## config.mk

```make
export PLATFORM = sky130hd
export DESIGN_NAME = ps2_mouse_packet_tracker
export DESIGN_NICKNAME = d
export VERILOG_FILES = /design/src/rtl/ps2mt_pkg.sv /design/src/rtl/ps2_mouse_packet_tracker.sv
export SDC_FILE = /design/constraint.sdc
export NUM_CORES = 1
export LEC_CHECK = 0
export BUFFER_PORTS_ARGS = -buffer_cell sky130_fd_sc_hd__buf_2
export CAP_MARGIN = 20
export CORE_ASPECT_RATIO = 1.2
export CORE_UTILIZATION = 41
export CTS_CLUSTER_DIAMETER = 80
export DETAILED_ROUTE_END_ITERATION = 10
export HOLD_SLACK_MARGIN = 0.08
export SYNTH_ARGS = -nofsm -noshare
export SYNTH_HDL_FRONTEND = slang
export SYNTH_SLANG_ARGS = --single-unit
```

## constraint.sdc

```tcl
create_clock -name clk_i -period 5.7 [get_ports clk_i]
set_input_delay 1.14 -clock clk_i [delete_from_list [all_inputs] [get_ports clk_i]]
set_output_delay 1.14 -clock clk_i [all_outputs]
set_load 0.01 [all_outputs]
```

## src/rtl/ps2mt_pkg.sv

```systemverilog
package ps2mt_pkg;

  localparam int unsigned PositionWidthDefault = 32;

  localparam int unsigned InTdataWidth  = 8;
  localparam int unsigned OutPosWidth   = 32;
  // status + pos_x + pos_y + three buttons, padded to whole bytes
  localparam int unsigned OutFieldBits  = 2 + 2 * OutPosWidth + 3;
  localparam int unsigned OutTdataWidth = ((OutFieldBits + 7) / 8) * 8;

  typedef enum logic [1:0] {
    STATUS_OK         = 2'd0,
    STATUS_OVERFLOW   = 2'd1,
    STATUS_EXTRA_BITS = 2'd2
  } status_e;

  // Flag byte layout
  localparam int unsigned FlagLeft    = 0;
  localparam int unsigned FlagMiddle  = 2;
  localparam int unsigned FlagSync    = 3;
  localparam int unsigned FlagXSign   = 4;
  localparam int unsigned FlagYSign   = 5;

  typedef logic [1:0] byte_idx_t;

  localparam byte_idx_t IdxFirst  = 2'd0;
  localparam byte_idx_t IdxThird  = 2'd2;
  localparam byte_idx_t IdxFourth = 2'd3;

endpackage

```

## src/rtl/ps2_mouse_packet_tracker.sv

```systemverilog
// PS/2 mouse packet tracker.
// Bytes from the mouse enter on the s_axis channel (tdata = data_byte), one
// transfer per byte. Three bytes, or four when four_byte_packets is set
// through cfg_we_i/cfg_wdata_i, make a packet. A first byte with bit 3 clear
// is dropped to regain sync. Each completed packet yields one transfer on
// m_axis: a status code, the accumulated x and y positions (y grows downward)
// and the three latched buttons. Overflowed packets and four-byte packets
// with bit 6 or 7 of byte 4 set leave position and buttons unchanged.
// The result for a packet's last byte is registered and appears on m_axis in the
// cycle after that byte's transfer. One byte per cycle is taken while the output is
// not stalled; all work for a byte is one add per axis feeding the output register.
// s_axis_tready drops only while a result is held and m_axis_tready is low;
// a stalled result holds steady until taken.
// Reset clears the byte position, positions, buttons, the packet-length
// register and the output valid flag.
module ps2_mouse_packet_tracker
  import ps2mt_pkg::*;
#(
  parameter int unsigned POSITION_WIDTH = PositionWidthDefault
) (
  input  logic                     clk_i,
  input  logic                     rst_ni,
  input  logic                     cfg_we_i,
  input  logic                     cfg_wdata_i,    // four_byte_packets
  input  logic                     s_axis_tvalid,
  output logic                     s_axis_tready,
  input  logic [InTdataWidth-1:0]  s_axis_tdata,   // [7:0] data_byte
  output logic                     m_axis_tvalid,
  input  logic                     m_axis_tready,
  // [1:0] status, [33:2] pos_x, [65:34] pos_y, [66] left_button,
  // [67] right_button, [68] middle_button, rest zero
  output logic [OutTdataWidth-1:0] m_axis_tdata
);

  logic                      four_q;
  byte_idx_t                 idx_q, idx_d;
  logic [7:0]                pb_q [3];
  logic [POSITION_WIDTH-1:0] cur_x_q, cur_x_d;
  logic [POSITION_WIDTH-1:0] cur_y_q, cur_y_d;
  logic [2:0]                btn_q, btn_d;

  logic                      out_valid_q;
  status_e                   out_status_q, status_d;
  logic [OutPosWidth-1:0]    out_x_q, out_y_q;
  logic [2:0]                out_btn_q;

  logic                      s_xfer, drop, complete;
  logic [7:0]                byte_in, flags, dy_byte;
  logic [POSITION_WIDTH-1:0] dx, dy;
  logic signed [63:0]        x_ext, y_ext;

  assign byte_in       = s_axis_tdata;
  assign s_axis_tready = !out_valid_q || m_axis_tready;
  assign s_xfer        = s_axis_tvalid && s_axis_tready;

  assign drop     = (idx_q == IdxFirst) && !byte_in[FlagSync];
  assign complete = !drop && (four_q ? (idx_q == IdxFourth) : (idx_q >= IdxThird));

  assign flags   = pb_q[0];
  assign dy_byte = four_q ? pb_q[2] : byte_in;
  assign dx = POSITION_WIDTH'(signed'({flags[FlagXSign], pb_q[1]}));
  assign dy = POSITION_WIDTH'(signed'({flags[FlagYSign], dy_byte}));

  always_comb begin
    idx_d    = idx_q;
    cur_x_d  = cur_x_q;
    cur_y_d  = cur_y_q;
    btn_d    = btn_q;
    status_d = STATUS_OK;
    if (four_q && (byte_in[7:6] != 2'b00)) begin
      status_d = STATUS_EXTRA_BITS;
    end else if (flags[7:6] != 2'b00) begin
      status_d = STATUS_OVERFLOW;
    end
    if (!drop) begin
      idx_d = complete ? IdxFirst : idx_q + 2'd1;
    end
    if (complete && (status_d == STATUS_OK)) begin
      cur_x_d = cur_x_q + dx;
      cur_y_d = cur_y_q - dy;
      btn_d   = flags[FlagMiddle:FlagLeft];
    end
  end

  // Sign-extend or trim the positions to the output field width
  assign x_ext = 64'(signed'(cur_x_d));
  assign y_ext = 64'(signed'(cur_y_d));

  always_ff @(posedge clk_i or negedge rst_ni) begin
    if (!rst_ni) begin
      four_q  <= 1'b0;
      idx_q   <= IdxFirst;
      cur_x_q <= '0;
      cur_y_q <= '0;
      btn_q   <= '0;
    end else begin
      if (cfg_we_i) begin
        four_q <= cfg_wdata_i;
      end
      if (s_xfer) begin
        idx_q   <= idx_d;
        cur_x_q <= cur_x_d;
        cur_y_q <= cur_y_d;
        btn_q   <= btn_d;
      end
    end
  end

  always_ff @(posedge clk_i) begin
    if (s_xfer && !drop && (idx_q != IdxFourth)) begin
      pb_q[idx_q] <= byte_in;
    end
  end

  always_ff @(posedge clk_i or negedge rst_ni) begin
    if (!rst_ni) begin
      out_valid_q <= 1'b0;
    end else if (s_xfer && complete) begin
      out_valid_q <= 1'b1;
    end else if (m_axis_tready) begin
      out_valid_q <= 1'b0;
    end
  end

  always_ff @(posedge clk_i) begin
    if (s_xfer && complete) begin
      out_status_q <= status_d;
      out_x_q      <= x_ext[OutPosWidth-1:0];
      out_y_q      <= y_ext[OutPosWidth-1:0];
      out_btn_q    <= btn_d;
    end
  end

  assign m_axis_tvalid = out_valid_q;
  assign m_axis_tdata  = {(OutTdataWidth - OutFieldBits)'(0), out_btn_q,
                          out_y_q, out_x_q, out_status_q};

endmodule

```

==> impl_metrics.csv, run 1 <==
group,metric,value,unit
clock_network,cts.clk_slew.worst_paths,60,ps
timing,clock.fmax,259,MHz
detailed_routing,wirelength,20400,µm
clock_network,clockBufferDepth,2,
placed_design,io_buffers,84,
outcome,outcome,"completed",
yosys,synth_ff_type,"edfxtp_1",
critical_path,cp.arrival,4040,ps
cells_and_area,nets,1090,
worst_hold_path,min-delay-start,"cur_y_q[31]",
flow_run,maxCapViolCount,0,
timing,slew_headroom,31.5,%
clock_network,numCtsBuffers,17,
timing,fin_crit,3870,ps
global_routing,grtUsageMet2,31.5,%
power_and_ir_drop,seqPwrFrac,32.8,%
detailed_routing,vias,6840,
floorplan,die_y,168,µm
global_routing,grt_use_total,18.4,%
timing,grt_setup_unrepaired,"false",
floorplan,die_w,140,µm
timing,finalCritPeriodShare,67.8,%
global_routing,use_met1,23.6,%
floorplan,io_pins,88,
placed_design,place.gp.congestion,0.832,
yosys,async_flop_share,43.6,%
detailed_routing,vias_per_cell,5.26,
clock_network,cts_resized,0,
global_routing,use_met3,3.07,%
cells_and_area,final_layout_size_suffix_gt1_share,18.1,%
critical_path,startpoint_type,"flip-flop",
placed_design,dp_slack,1440,ps
cells_and_area,antenna_cells,0,
power_and_ir_drop,clockPowerShare,20.8,%
floorplan,core_area,22400,µm²
timing,fin_tns_setup,0,ps
yosys,yosysTopAreaCell,"edfxtp_1",
cells_and_area,syn_to_final_growth,14.8,%
yosys,syn_area,9410,µm²
detailed_routing,drtIter0Drc,297,
worst_hold_path,min_path_type,"reg -> reg",
cells_and_area,seq_area,4540,µm²
clock_network,clock_sinks,163,
power_and_ir_drop,combPwrFrac,46.4,%
detailed_routing,detail-route-antenna-nets,0,
critical_path,worst-path-max-fanout,24,
critical_path,cp-end-kind,"flip-flop",
floorplan,dieArea,23600,µm²
floorplan,fp-row-count,60,
yosys,synth_cell_types,58,
timing,setup_ws,1830,ps
critical_path,worstPathRequired,5880,ps
timing,slew_violations,0,
cells_and_area,fin_cells,1300,
clock_network,root_buffer,"clkbuf_16",
timing,hold_violations,0,
power_and_ir_drop,p_per_area,540,nW/µm²
clock_network,holdBufCountCts,0,
power_and_ir_drop,power.total,5.83,mW
global_routing,top_usage_layer,"met2",
cells_and_area,multi_input_area,4700,µm²
detailed_routing,drtPass1Iterations,4,
yosys,ys_seq_elements,163,
power_and_ir_drop,p_sw,2.23,mW
power_and_ir_drop,peakVddDrop,0.234,mV
clock_network,cts-htree-levels,4,
yosys,synth_enable_flop_cells,92,
power_and_ir_drop,power.internal,3.59,mW
detailed_routing,drc_errors,0,
timing,fin_skew,11.0,ps
floorplan,start_util,41.9,%
timing,setup_violations,0,
clock_network,post_cts_buffers,0,
power_and_ir_drop,sw_frac_of_total,38.3,%
clock_network,insertion_delay,430,ps
critical_path,timing.rr.start,"pb_q[0][4]",
critical_path,path_class,"reg -> reg",
cells_and_area,fin_area,10800,µm²
placed_design,place_area,10100,µm²
clock_network,cts_tree,"built",
yosys,yosys_warnings,0,
yosys,yosys.area.top_type_share,29.4,%
global_routing,grt_pass1_vias,6823,
critical_path,crit_start,"pb_q[0][4]",
global_routing,antenna_found_initial,0,
detailed_routing,avgRoutedWirePerCell,15.7,µm
cells_and_area,fillCellCount,2090,
timing,worst_pin_slew,1030,ps
yosys,syn_avg_cell_area,10.2,µm²
yosys,yosysSeqAreaShare,48.3,%
placed_design,placed_cells,1266,
global_routing,gr-total-overflow,0,
global_routing,grt_max_degree,76,
yosys,postSynthCellCount,925,
yosys,yosys-top-cells-area,"edfxtp_1 (29%), dfrtp_1 (19%), nand2_1 (9.4%)",
placed_design,hpwlAfterDp,13700,µm
global_routing,grt_pass1_wl,34000,µm
power_and_ir_drop,p_leak,4.94,nW
## layer usage
metal / share of wire (%) / routed length, µm / up-vias
li1: - / - / 3483
met1: 46 / 9480 / 3218
met2: 49 / 10000 / 114
met3: 3.0 / 620 / 25
met4: 1.4 / 287 / 0
met5: 0 / 0 / -
## cell usage after synthesis (3+ instances only)
cell type,number
nor3b_1,3
nand4_1,9
o21ai_0,54
a31oi_1,7
nand2_1,235
clkbuf_1,30
a21oi_1,59
inv_1,16
nor2_1,22
xor2_1,19
and3_1,4
edfxtp_1,92
mux2_2,48
o31ai_1,3
a21o_1,35
a211o_1,3
a311oi_1,3
dfrtp_1,71
nor3_1,5
nor2b_1,9
xnor2_1,37
buf_4,3
nand2b_1,8
o21a_1,9
nand3_1,12
o21ai_1,5
a211oi_1,5
and4_1,3
o21bai_1,6
mux2i_1,9
ha_1,66
## cell usage in the layout (no fill, tap or decap), types with 4 or more instances in the layout
master,synthesis,layout
a211oi_1,5,5
a21o_1,35,35
a21oi_1,59,59
a31oi_1,7,7
and3_1,4,4
buf_2,0,84
buf_4,3,11
bufinv_16,0,4
clkbuf_16,0,17
dfrtp_1,71,71
edfxtp_1,92,92
ha_1,66,66
inv_1,16,16
mux2_2,48,48
mux2i_1,9,9
nand2_1,235,235
nand2b_1,8,8
nand3_1,12,11
nand4_1,9,9
nor2_1,22,20
nor2b_1,9,9
nor3_1,5,5
o21a_1,9,9
o21ai_0,54,54
o21ai_1,5,5
o21bai_1,6,6
xnor2_1,37,37
xor2_1,19,19
## power groups by stage
| stage | clock (mW) | sequential, mW | combinational, mW |
|---|---|---|---|
| 4_1_cts | 1.24 | 1.92 | 2.71 |
| 2_1_floorplan | 0 | 1.94 | 2.07 |
| 3_5_place_dp | 0 | 1.94 | 2.69 |
| 3_3_place_gp | 0 | 1.94 | 2.67 |
| 5_1_grt | 1.28 | 1.96 | 3.08 |
| 6_report | 1.21 | 1.91 | 2.70 |
## critical path, stage by stage (launching register included)
cell	delay, ps
edfxtp_1	1030
ha_1	430
a21oi_1	160
o21ai_0	110
a311oi_1	260
o21ai_1	190
a211oi_2	390
o21ai_0	250
a311oi_1	360
xor2_1	210
nor2_1	70
xor2_1	170
## worst paths after layout
path                                    end  slack (ps)  cells after the start
worst min-delay path            cur_y_q[31]         490                      1
max in group asynchronous       cur_x_q[24]        4520                      2
worst max register to register  out_x_q[31]        1830                     11
worst max-delay path            out_x_q[31]        1830                     11
worst min register to register  cur_y_q[31]         490                      1
min in group asynchronous        cur_x_q[0]         590                      1
## area by class of cell
cell class	instances	area share, %
Clock buffer	19	4.01
Clock inverter	13	1.70
Inverter	16	0.556
Multi-Input combinational cell	714	43.5
Sequential cell	163	42.1
Tap cell	279	3.23
Timing Repair Buffer	96	4.91
## kinds of logic (layout without fill, tap and decap cells)
kind of cell             Yosys count  in the layout  synth area share, %
AO/OA/AOI/OAI                    208            208                 13.8
XOR/XNOR                          56             56                 5.21
adder cells (fa/ha/maj)           68             68                 9.20
buffers and inverters             50            144                 2.11
flip-flops                       163            163                 48.3
multiplexers                      57             57                 6.70
other                              1              3               0.0399
AND/OR/NAND/NOR                  322            322                 14.6
## stage by stage
step / util (%) / hold slack (ps)
after floorplan: - / 461
after global placement: 45.2 / 480
after detailed placement: 45.2 / 478
after CTS: 47.9 / 492
after global routing: 48.1 / 509
final: 48.1 / 492
## registers in the layout, indices dropped and copies added, names as in the netlist
signal         flops
btn_q              3
cur_x_q           32
cur_y_q           32
four_q             1
idx_q              2
m_axis_tvalid      1
out_btn_q          3
out_status_q       2
out_x_q           32
out_y_q           32
pb_q              23
Power figures use the tool's default switching activity.
==> inputs of run 2 (changes only) <==
clock period = 3.3 ns   (was 5.7 ns; I/O delays follow)
==> impl_metrics.csv, run 2 (same netlist as run 1, synthesis figures left out) <==
group,metric,value,unit
outcome,outcome,"completed",
clock_network,cts_tree,"built",
clock_network,holdBufCountCts,0,
clock_network,root_buffer,"clkbuf_16",
timing,fin_crit,3290,ps
detailed_routing,vias_per_cell,5.19,
detailed_routing,drtPass1Iterations,5,
global_routing,grt_pass1_vias,7236,
global_routing,grt_pass1_wl,35100,µm
flow_run,maxCapViolCount,0,
detailed_routing,avgRoutedWirePerCell,15.2,µm
placed_design,place.gp.congestion,0.838,
timing,fin_skew,8.79,ps
detailed_routing,vias,7190,
global_routing,gr-total-overflow,0,
critical_path,worst-path-max-fanout,4,
floorplan,die_w,140,µm
power_and_ir_drop,p_per_area,928,nW/µm²
critical_path,cp-end-kind,"flip-flop",
timing,setup_violations,0,
placed_design,io_buffers,84,
power_and_ir_drop,power.total,10.7,mW
clock_network,insertion_delay,430,ps
timing,worst_pin_slew,727,ps
cells_and_area,fin_cells,1386,
power_and_ir_drop,peakVddDrop,0.446,mV
timing,finalCritPeriodShare,99.8,%
power_and_ir_drop,p_leak,5.37,nW
timing,hold_violations,0,
critical_path,path_class,"reg -> reg",
floorplan,start_util,41.9,%
floorplan,fp-row-count,60,
critical_path,worstPathRequired,3460,ps
cells_and_area,final_common_cell,"nand2_1",
detailed_routing,drtIter0Drc,360,
floorplan,die_y,168,µm
clock_network,clock_sinks,163,
placed_design,dp_slack,-324,ps
timing,slew_violations,0,
worst_hold_path,min_path_type,"in -> async",
detailed_routing,drc_errors,0,
clock_network,cts.clk_slew.worst_paths,70,ps
cells_and_area,final_cell_mix,"nand2_1 (235), buf_4 (94), edfxtp_1 (92)",
placed_design,hpwlAfterDp,14700,µm
cells_and_area,syn_to_final_growth,23.1,%
timing,slew_headroom,50.3,%
placed_design,placed_cells,1342,
detailed_routing,detail-route-antenna-nets,0,
floorplan,io_pins,88,
timing,clock.fmax,304,MHz
cells_and_area,final_layout_size_suffix_gt1_share,26.8,%
global_routing,grt_max_degree,48,
global_routing,grt_use_total,18.8,%
clock_network,cts-htree-levels,4,
clock_network,numCtsBuffers,17,
timing,grt_setup_unrepaired,"true",
global_routing,antenna_found_initial,0,
critical_path,startpoint_type,"flip-flop",
cells_and_area,antenna_cells,0,
cells_and_area,fillCellCount,2015,
clock_network,clockBufferDepth,2,
floorplan,core_area,22400,µm²
detailed_routing,wirelength,21100,µm
floorplan,dieArea,23600,µm²
critical_path,cp.arrival,3450,ps
timing,setup_ws,7.66,ps
cells_and_area,nets,1176,
## run 2: changes by cell type in the layout (fill, tap and decap cells not counted), moves of 4 or more
cell     previous run  this run
buf_4              11        94
a21oi_1            59        53
a21oi_2             1         7
mux2i_1             9         5
mux2i_2             0         4
o21ai_0            54        50
## run 2: path summary, 6_finish.rpt
path / endpoint / from / slack, ps / depth (start not counted)
min: btn_q[2] / rst_ni / 240 / 1
max in group asynchronous: cur_y_q[27] / rst_ni / 2370 / 2
min in group clk_i: four_q / cfg_wdata_i / 460 / 2
min reg2reg: cur_x_q[31] / cur_x_q[31] / 490 / 1
max: out_y_q[30] / four_q / 8 / 13
max reg2reg: out_y_q[30] / four_q / 8 / 13
## run 2: what timing repair did
item                                    in CTS  in global routing
gates resized for setup                     14                 20
endpoints found under the setup margin       7                 20
setup buffers                                4                  8
pin swaps                                    7                 14
endpoints found under the hold margin        0                  0
## run 2: cell type report
class                      instances  area (µm²)  area share (%)
inverter                          16        60.1           0.519
timing repair buffer             182        1200            10.4
multi-input combinational        714        4820            41.6
sequential                       163        4540            39.2
clock buffer                      20         457            3.95
clock inverter                    12         145            1.25
tap                              279         349            3.02
## run 2: power by group
| group | switching (mW) | internal (mW) | total (mW) | leakage (nW) |
|---|---|---|---|---|
| Clock | 0.861 | 1.17 | 2.03 | 0.289 |
| Sequential | 0.379 | 2.92 | 3.30 | 1.76 |
| Combinational | 2.85 | 2.57 | 5.41 | 3.32 |
## run 2: routing by layer
layer	vias up	wire length (µm)	global-route usage, %	share of wire, %
met5	-	0	0	0
met4	0	413	6.83	2.0
met3	27	686	3.13	3.3
met2	143	10400	32.3	49
met1	3386	9600	23.8	46
li1	3634	-	-	-
## run 2: worst max-delay path, stage by stage, from the launching register on
cell      delay (ps)
dfrtp_2          450
buf_6            140
mux2i_2          140
ha_1             310
o21a_1           180
o31a_1           120
o31a_1           260
a211o_1          280
and4_4           200
a211oi_4         180
o21ai_2          120
a221oi_2         250
mux2i_1          280
o22ai_1          110
## run 2: stage by stage
stage	setup TNS (ps)	utilization [%]	hold WS [ps]	cell area, µm²
6_report	0	51.6	240	11600
5_1_grt	-533	51.6	286	11600
4_1_cts	-67.3	51.0	270	11400
3_5_place_dp	-2060	47.9	476	10800
3_3_place_gp	-1480	47.9	476	10800
2_1_floorplan	0	-	364	9430
